$ cat config.mk
export PLATFORM = sky130hd
export DESIGN_NAME = bqe_ctrl
export DESIGN_NICKNAME = d
export VERILOG_FILES = /design/src/sv/bqe_pkg.sv /design/src/sv/bqe_ctrl.sv
export SDC_FILE = /design/constraint.sdc
export NUM_CORES = 1
export LEC_CHECK = 0
export BUFFER_PORTS_ARGS = -buffer_cell sky130_fd_sc_hd__buf_2
export CELL_PAD_IN_SITES_DETAIL_PLACEMENT = 1
export CELL_PAD_IN_SITES_GLOBAL_PLACEMENT = 2
export CORE_ASPECT_RATIO = 0.5
export CORE_MARGIN = 3
export CORE_UTILIZATION = 34
export DETAILED_ROUTE_END_ITERATION = 6
export PLACE_DENSITY = 0.87
export SLEW_MARGIN = 10
export SYNTH_ARGS = -nofsm -noshare
export SYNTH_HDL_FRONTEND = slang
export SYNTH_SLANG_ARGS = --single-unit
$ cat constraint.sdc
create_clock -name aclk -period 4.44 [get_ports aclk]
set_input_delay 0.888 -clock aclk [delete_from_list [all_inputs] [get_ports aclk]]
set_output_delay 0.888 -clock aclk [all_outputs]
set_load 0.02 [all_outputs]
$ cat src/sv/bqe_pkg.sv
package bqe_pkg;

    localparam int INDEX_BITS_DEF = 24;
    localparam int ANGLE_BITS_DEF = 16;

    // right vector falls back to the x axis below this squared length (Q4.28)
    localparam logic [31:0] LEN_MIN_SQ = 32'd269;
    localparam logic signed [15:0] ONE_Q14 = 16'sd16384;

    localparam int SQRT_STEPS = 30;
    localparam int DIV_STEPS = 15;
    localparam logic [59:0] SQRT_BIT_INIT = 60'(1) << 58;

    // datapath operations
    typedef logic [3:0] op_t;
    localparam op_t OP_NOP      = 4'd0;
    localparam op_t OP_LOAD     = 4'd1;
    localparam op_t OP_SUMSQ    = 4'd2;
    localparam op_t OP_SQRT     = 4'd3;
    localparam op_t OP_DIV_INIT = 4'd4;
    localparam op_t OP_DIV_STEP = 4'd5;
    localparam op_t OP_DIV_END  = 4'd6;
    localparam op_t OP_UNIT     = 4'd7;
    localparam op_t OP_UP       = 4'd8;
    localparam op_t OP_SINE     = 4'd9;
    localparam op_t OP_TURN     = 4'd10;
    localparam op_t OP_VMUL     = 4'd11;
    localparam op_t OP_VACC     = 4'd12;
    localparam op_t OP_OUT      = 4'd13;

    // polynomial sequence steps of the quarter-wave sine
    localparam logic [3:0] SIN_SQ      = 4'd0;
    localparam logic [3:0] SIN_SEED    = 4'd1;
    localparam logic [3:0] SIN_FIN_MUL = 4'd10;
    localparam logic [3:0] SIN_LAST    = 4'd11;

    // corner codes
    localparam logic [1:0] CORNER_LL = 2'd0;
    localparam logic [1:0] CORNER_LR = 2'd1;
    localparam logic [1:0] CORNER_UR = 2'd2;
    localparam logic [1:0] CORNER_UL = 2'd3;

    typedef struct packed {
        op_t        op;
        logic [3:0] idx;
        logic       sel;
        logic [1:0] corner;
        logic       last;
    } cmd_t;

    typedef struct packed {
        logic tiny_len;
    } stat_t;

    function automatic logic signed [32:0] sin_coef(input logic [2:0] k);
        logic signed [32:0] c;
        case (k)
            3'd0:    c = 33'sd172272;
            3'd1:    c = -33'sd5026995;
            3'd2:    c = 33'sd85569306;
            3'd3:    c = -33'sd693598668;
            default: c = 33'sd1686629713;
        endcase
        return c;
    endfunction

    // shift right by n, rounding half away from zero
    function automatic logic signed [65:0] rnd_sh(input logic signed [65:0] v,
                                                  input int unsigned n);
        logic [65:0] m;
        logic [65:0] h;
        h = 66'(1) << (n - 1);
        m = v[65] ? 66'(-v) : 66'(v);
        m = (m + h) >> n;
        return v[65] ? -$signed(m) : $signed(m);
    endfunction

    function automatic logic [31:0] sat32(input logic signed [65:0] v);
        logic [31:0] r;
        if (v > 66'sd2147483647) r = 32'h7FFF_FFFF;
        else if (v < -66'sd2147483648) r = 32'h8000_0000;
        else r = v[31:0];
        return r;
    endfunction

    function automatic logic [15:0] sat16(input logic signed [65:0] v);
        logic [15:0] r;
        if (v > 66'sd32767) r = 16'h7FFF;
        else if (v < -66'sd32768) r = 16'h8000;
        else r = v[15:0];
        return r;
    endfunction

endpackage

$ cat src/sv/bqe_ctrl.sv
module bqe_ctrl (
    input  logic           aclk,
    input  logic           aresetn,
    input  logic           s_valid,
    input  logic           s_skip_leaf,
    output logic           s_ready,
    output logic           m_valid,
    input  logic           m_ready,
    input  logic           cfg_wr_en,
    input  logic           cfg_wr_data,
    input  bqe_pkg::stat_t stat,
    output bqe_pkg::cmd_t  cmd
);
    import bqe_pkg::*;

    localparam logic [3:0] S_IDLE  = 4'd0;
    localparam logic [3:0] S_SUMSQ = 4'd1;
    localparam logic [3:0] S_SQRT  = 4'd2;
    localparam logic [3:0] S_DIVI  = 4'd3;
    localparam logic [3:0] S_DIVS  = 4'd4;
    localparam logic [3:0] S_DIVE  = 4'd5;
    localparam logic [3:0] S_UP    = 4'd6;
    localparam logic [3:0] S_SINE  = 4'd7;
    localparam logic [3:0] S_TURN  = 4'd8;
    localparam logic [3:0] S_VMUL  = 4'd9;
    localparam logic [3:0] S_VACC  = 4'd10;
    localparam logic [3:0] S_EMIT  = 4'd11;

    logic [3:0] state_reg, state_next;
    logic [4:0] cnt_reg, cnt_next;
    logic       sel_reg, sel_next;
    logic [1:0] corner_reg, corner_next;
    logic       dbl_reg, dbl_next;
    logic       leaf_dbl_reg, leaf_dbl_next;
    logic       m_valid_reg, m_valid_next;
    logic       out_free;
    logic       last_v;

    assign s_ready = (state_reg == S_IDLE);
    assign m_valid = m_valid_reg;
    assign out_free = !m_valid_reg || m_ready;
    assign last_v = (corner_reg == CORNER_UL) && (sel_reg || !leaf_dbl_reg);

    always_comb begin
        state_next = state_reg;
        cnt_next = cnt_reg;
        sel_next = sel_reg;
        corner_next = corner_reg;
        leaf_dbl_next = leaf_dbl_reg;
        dbl_next = cfg_wr_en ? cfg_wr_data : dbl_reg;
        m_valid_next = m_valid_reg && !m_ready;
        cmd = '{op: OP_NOP, idx: cnt_reg[3:0], sel: sel_reg, corner: corner_reg, last: last_v};
        unique case (state_reg)
            S_IDLE: begin
                if (s_valid) begin
                    cmd.op = OP_LOAD;
                    leaf_dbl_next = dbl_reg;
                    cnt_next = '0;
                    sel_next = 1'b0;
                    if (!s_skip_leaf) state_next = S_SUMSQ;
                end
            end
            S_SUMSQ: begin
                cmd.op = OP_SUMSQ;
                state_next = S_SQRT;
            end
            S_SQRT: begin
                cmd.op = OP_SQRT;
                cnt_next = cnt_reg + 5'd1;
                if (cnt_reg == 5'(SQRT_STEPS - 1)) begin
                    cnt_next = '0;
                    state_next = S_DIVI;
                end
            end
            S_DIVI: begin
                cnt_next = '0;
                if (stat.tiny_len) begin
                    cmd.op = OP_UNIT;
                    state_next = S_UP;
                end else begin
                    cmd.op = OP_DIV_INIT;
                    state_next = S_DIVS;
                end
            end
            S_DIVS: begin
                cmd.op = OP_DIV_STEP;
                cnt_next = cnt_reg + 5'd1;
                if (cnt_reg == 5'(DIV_STEPS - 1)) state_next = S_DIVE;
            end
            S_DIVE: begin
                cmd.op = OP_DIV_END;
                cnt_next = '0;
                sel_next = !sel_reg;
                state_next = sel_reg ? S_UP : S_DIVI;
            end
            S_UP: begin
                cmd.op = OP_UP;
                cnt_next = '0;
                sel_next = 1'b0;
                state_next = S_SINE;
            end
            S_SINE: begin
                cmd.op = OP_SINE;
                cnt_next = cnt_reg + 5'd1;
                if (cnt_reg[3:0] == SIN_LAST) begin
                    cnt_next = '0;
                    sel_next = !sel_reg;
                    if (sel_reg) state_next = S_TURN;
                end
            end
            S_TURN: begin
                cmd.op = OP_TURN;
                cnt_next = cnt_reg + 5'd1;
                if (cnt_reg == 5'd2) begin
                    cnt_next = '0;
                    sel_next = 1'b0;
                    corner_next = CORNER_LL;
                    state_next = S_VMUL;
                end
            end
            S_VMUL: begin
                cmd.op = OP_VMUL;
                state_next = S_VACC;
            end
            S_VACC: begin
                cmd.op = OP_VACC;
                if (cnt_reg == 5'd2) begin
                    state_next = S_EMIT;
                end else begin
                    cnt_next = cnt_reg + 5'd1;
                    state_next = S_VMUL;
                end
            end
            S_EMIT: begin
                if (out_free) begin
                    cmd.op = OP_OUT;
                    m_valid_next = 1'b1;
                    cnt_next = '0;
                    corner_next = corner_reg + 2'd1;
                    state_next = S_VMUL;
                    if (corner_reg == CORNER_UL) begin
                        if (!sel_reg && leaf_dbl_reg) sel_next = 1'b1;
                        else state_next = S_IDLE;
                    end
                end
            end
            default: state_next = S_IDLE;
        endcase
    end

    always_ff @(posedge aclk) begin
        if (!aresetn) begin
            state_reg <= S_IDLE;
            cnt_reg <= '0;
            sel_reg <= 1'b0;
            corner_reg <= CORNER_LL;
            dbl_reg <= 1'b0;
            leaf_dbl_reg <= 1'b0;
            m_valid_reg <= 1'b0;
        end else begin
            state_reg <= state_next;
            cnt_reg <= cnt_next;
            sel_reg <= sel_next;
            corner_reg <= corner_next;
            dbl_reg <= dbl_next;
            leaf_dbl_reg <= leaf_dbl_next;
            m_valid_reg <= m_valid_next;
        end
    end

endmodule

* Yosys cells after proc, flatten, opt, wreduce, memory -nomap -nowiden
Index checks and enable logic that the tools add are counted.
Widths: inputs -> output; s select.
** Word-level totals
- Register bits after elaboration :: 15
- Input port bits :: 8
** Operators by class
- Reductions and logical operators :: 19
- Multiplexer cells :: 37
- Eq/ne operators :: 27
- Add/sub/neg operators :: 2
** Operators with widths (count)
- $pmux 4 s12 :: 2
- $mux 4 :: 11
- $pmux 5 s8 :: 1
- $mux 5 :: 6
- $ne 2x2->1 const B :: 11
- $eq 4x4->1 const B :: 5
- $eq 4x3->1 const B :: 4
- $mux 2 :: 5
- $mux 1 :: 9
- $eq 4x2->1 const B :: 2
- $reduce_and 8->1 :: 1
- $reduce_bool 8->1 :: 1
- $reduce_and 7->1 :: 1
- $pmux 1 s6 :: 1
- $reduce_bool 6->1 :: 1
- $add 5x1->5 const B :: 1
- $eq 5x2->1 const B :: 1
- $eq 5x4->1 const B :: 1
- $eq 5x5->1 const B :: 1
- $eq 4x1->1 const B :: 1
- $logic_not 1->1 :: 4
- $logic_not 4->1 :: 1
- $pmux 2 s2 :: 1
- $reduce_and 4->1 :: 1
- 9 further kinds :: 12

* Depth between registers and ports, before layout
- Depth after elaboration :: 6
- Gate-level depth with buffers :: 8
- Mapped depth without buffers :: 7

* Worst setup path before layout
No wires, ideal clock.
- Path kind :: reg-to-output
- Start point :: register state_reg[2]
- End point :: output cmd[8] (netlist name)
- Path buffers :: 2
- Stages on the path, launching flop included :: 7
- Data required time :: 3552 ps
- Arrival time :: 1547 ps
- Path slack :: 2005 ps
- Cells stage by stage :: dfxtp_1 > buf_2 > clkbuf_1 > nor2_1 > nand2_1 > nand3_1 > o21ai_0
** RTL lines
- start: declaration :: line bqe_ctrl.sv:29 : logic [3:0] state_reg, state_next;
- start signal: assignment :: line bqe_ctrl.sv:161 : state_reg <= state_next;
- end: declaration :: line bqe_ctrl.sv:12 : output bqe_pkg::cmd_t cmd

==> out/results.ini <==
[timing]
post-route-period-util_pct=64.4
fmax_ghz=0.350
hold_viol=0
fin_setup_tns_ns=0
finalClockSkew_ns=0.00360
slew_headroom_pct=44.1
fin_crit_ns=2.86
worst_slew_pin_slew_ns=0.838
rsz0062_at_grt=no
setup_viol_count_final=0
hold_ws_ns=0.465
finalWorstSetupSlack_ns=1.58
slew_viol_final=0

[synthesis]
synth_cell_types=51
yosysTopAreaCell=dfxtp_1
synth_cells=161
syn_area_per_cell_um2=7.79
async_flop_share_pct=0
synth-edff-count=0
synth.top_cell.area_share_pct=24.0
synth.area.top_cells=dfxtp_1 24%, buf_4 4.8%, nand2_1 4.8%
synth_area_um2=1250
syn_nets=173
synthFlopType=dfxtp_1
synth-seq-cells=15
seq_area_frac_synth_pct=24.0
ys_warn_count=0

[route]
vias_per_cell=5.46
drtPass1Iterations=4
drt-initial-drc-count=66
drcViolationCount=0
vias=1184
wl_per_cell_um=14.9
wirelength_um=3230
antenna_left=0

[clocking]
clock_latency_ns=0.25
cts_buffer_depth=2
cts_setup_buffers=0
cts.hold.buffers_added=0
cts_sinks=15
cts_resized=0
clk_pin_slew_ns=0.06
cts_root_buf=clkbuf_8
numCtsBuffers=3
h-tree-depth=1
cts_tree=built

[global_routing]
first_global_vias=1067
grt_start_max_net_pins=26
antenna_found_initial=0
grt_pass1_wl_um=5530
track_usage_pct=15.1
overflow=0

[layout]
diodes=0
multi_input_area_um2=812
drive_above_1_share_pct=20.1
n_fill_cell=422
fin_area_um2=1350
post-route-util_pct=41.5
nets=182
area_growth_pct=7.88
largest_reg_flops=5
final-seq-area_um2=300

[die]
floorplan.initialDensity_pct=38.5
die_area_um2=4500
rows=14
core_area_um2=3260
die_y_um=48.9
die_w_um=91.9
io_pins=22

[critical_path]
worst_setup_path_end_kind=output port
crit_family=flip-flops
arrival_ns=1.97
cp.required_ns=3.55
path_buf_inv=1
slowest_delay_ns=0.82
critical_path_class=reg -> out
cp_max_fo=23
crit_chain=nor2b_1 -> o21ai_1 -> o22ai_1 -> buf_2
cp-start-kind=register
crit_slowest_cell=dfxtp_1

[place]
dpl.hpwl_um=2420
post-place-ws_ns=1.74
dpl_cell_area_um2=1310
port_buffers=21
place_congestion=0.780

[pwr]
p_leak_nw=0.521
peakVddDrop_uv=159
power_density_nw_per_um2=354

[flow_run]
max-cap-violations=0

[status]
outcome=completed

[min_path]
hold_class=reg -> reg

cell usage after synthesis (2+ instances only):
| library cell | instances |
|---|---|
| clkbuf_1 | 4 |
| a31oi_1 | 4 |
| buf_2 | 2 |
| nor2_1 | 13 |
| nand3_1 | 11 |
| a21oi_1 | 8 |
| buf_4 | 8 |
| nand2_1 | 16 |
| buf_6 | 2 |
| nor3_1 | 2 |
| nor2b_1 | 4 |
| a21boi_0 | 2 |
| inv_1 | 8 |
| mux2i_1 | 2 |
| nand4_1 | 2 |
| ha_1 | 4 |
| o22ai_1 | 2 |
| xnor2_1 | 3 |
| dfxtp_1 | 15 |
| nand3b_1 | 2 |
| o211ai_1 | 2 |
| nand4b_1 | 3 |
| o21ai_1 | 3 |
| o21ai_0 | 6 |
| and4b_1 | 2 |
| nand2b_1 | 6 |
final cells by class:
class	count	share of cell area, %
timing repair buffer	21	7.77
tap	48	4.44
multi-input combinational	121	60.0
sequential	15	22.2
inverter	8	2.22
clock buffer	4	3.33
placed cells by master, fill, tap and decap left out, drive strengths merged, types with 2 or more instances in the layout:
cell / count
or2: 2
nor2: 13
o22ai: 2
nand4b: 3
clkbuf: 4
mux2i: 2
a21oi: 8
o21ai: 9
dfxtp: 15
a21boi: 2
nand3: 12
a31oi: 4
o31ai: 2
ha: 4
o211ai: 2
nor2b: 4
nand4: 2
buf: 21
nand3b: 2
and4b: 2
xnor2: 3
nor3: 3
nand2b: 6
inv: 8
nor4: 2
a211oi: 2
nand2: 16
worst register-to-register path, cell delays in order (launching register included):
cell	delay [ns]
dfxtp_1	0.86
nand4b_1	0.36
o2bb2ai_2	0.40
and4b_1	0.35
nor2_1	0.16
a211oi_2	0.06
worst paths after layout:
kind | from | to | slack [ns] | depth (start not counted)
worst max-delay path | state_reg[1] | cmd[10] | 1.58 | 4
worst min register to register | leaf_dbl_reg | leaf_dbl_reg | 0.47 | 2
worst max register to register | state_reg[0] | state_reg[0] | 2.11 | 5
worst min-delay path | leaf_dbl_reg | leaf_dbl_reg | 0.47 | 2
report_power, final:
part           switching (W)  internal, W
Combinational       0.000103    0.0000773
Clock              0.0000499    0.0000636
Sequential         0.0000390     0.000146
kinds of logic (layout without fill, tap and decap cells):
group | after synthesis | after routing | share of synthesized area (%)
AND/OR/NAND/NOR | 73 | 73 | 34.4
AO/OA/AOI/OAI | 39 | 39 | 22.7
buffers and inverters | 25 | 33 | 11.3
flip-flops | 15 | 15 | 24.0
adder cells (fa/ha/maj) | 4 | 4 | 3.99
XOR/XNOR | 3 | 3 | 2.10
multiplexers | 2 | 2 | 1.60
through the flow:
step | power (W) | cells
3_5_place_dp | 0.000368 | 213
4_1_cts | 0.000485 | 217
6_report | 0.000478 | 217
2_1_floorplan | 0.000335 | 161
5_1_grt | 0.000518 | 217
3_3_place_gp | 0.000363 | 213
per-layer routing:
metal | GRT usage [%] | vias up | routed length (um)
met1 | 23.0 | 560 | 1630
li1 | - | 589 | -
met2 | 21.0 | 33 | 1370
met5 | 0 | - | 0
met3 | 4.62 | 2 | 209
met4 | 1.48 | 0 | 17
No activity file was read; power rests on OpenSTA's default activity.
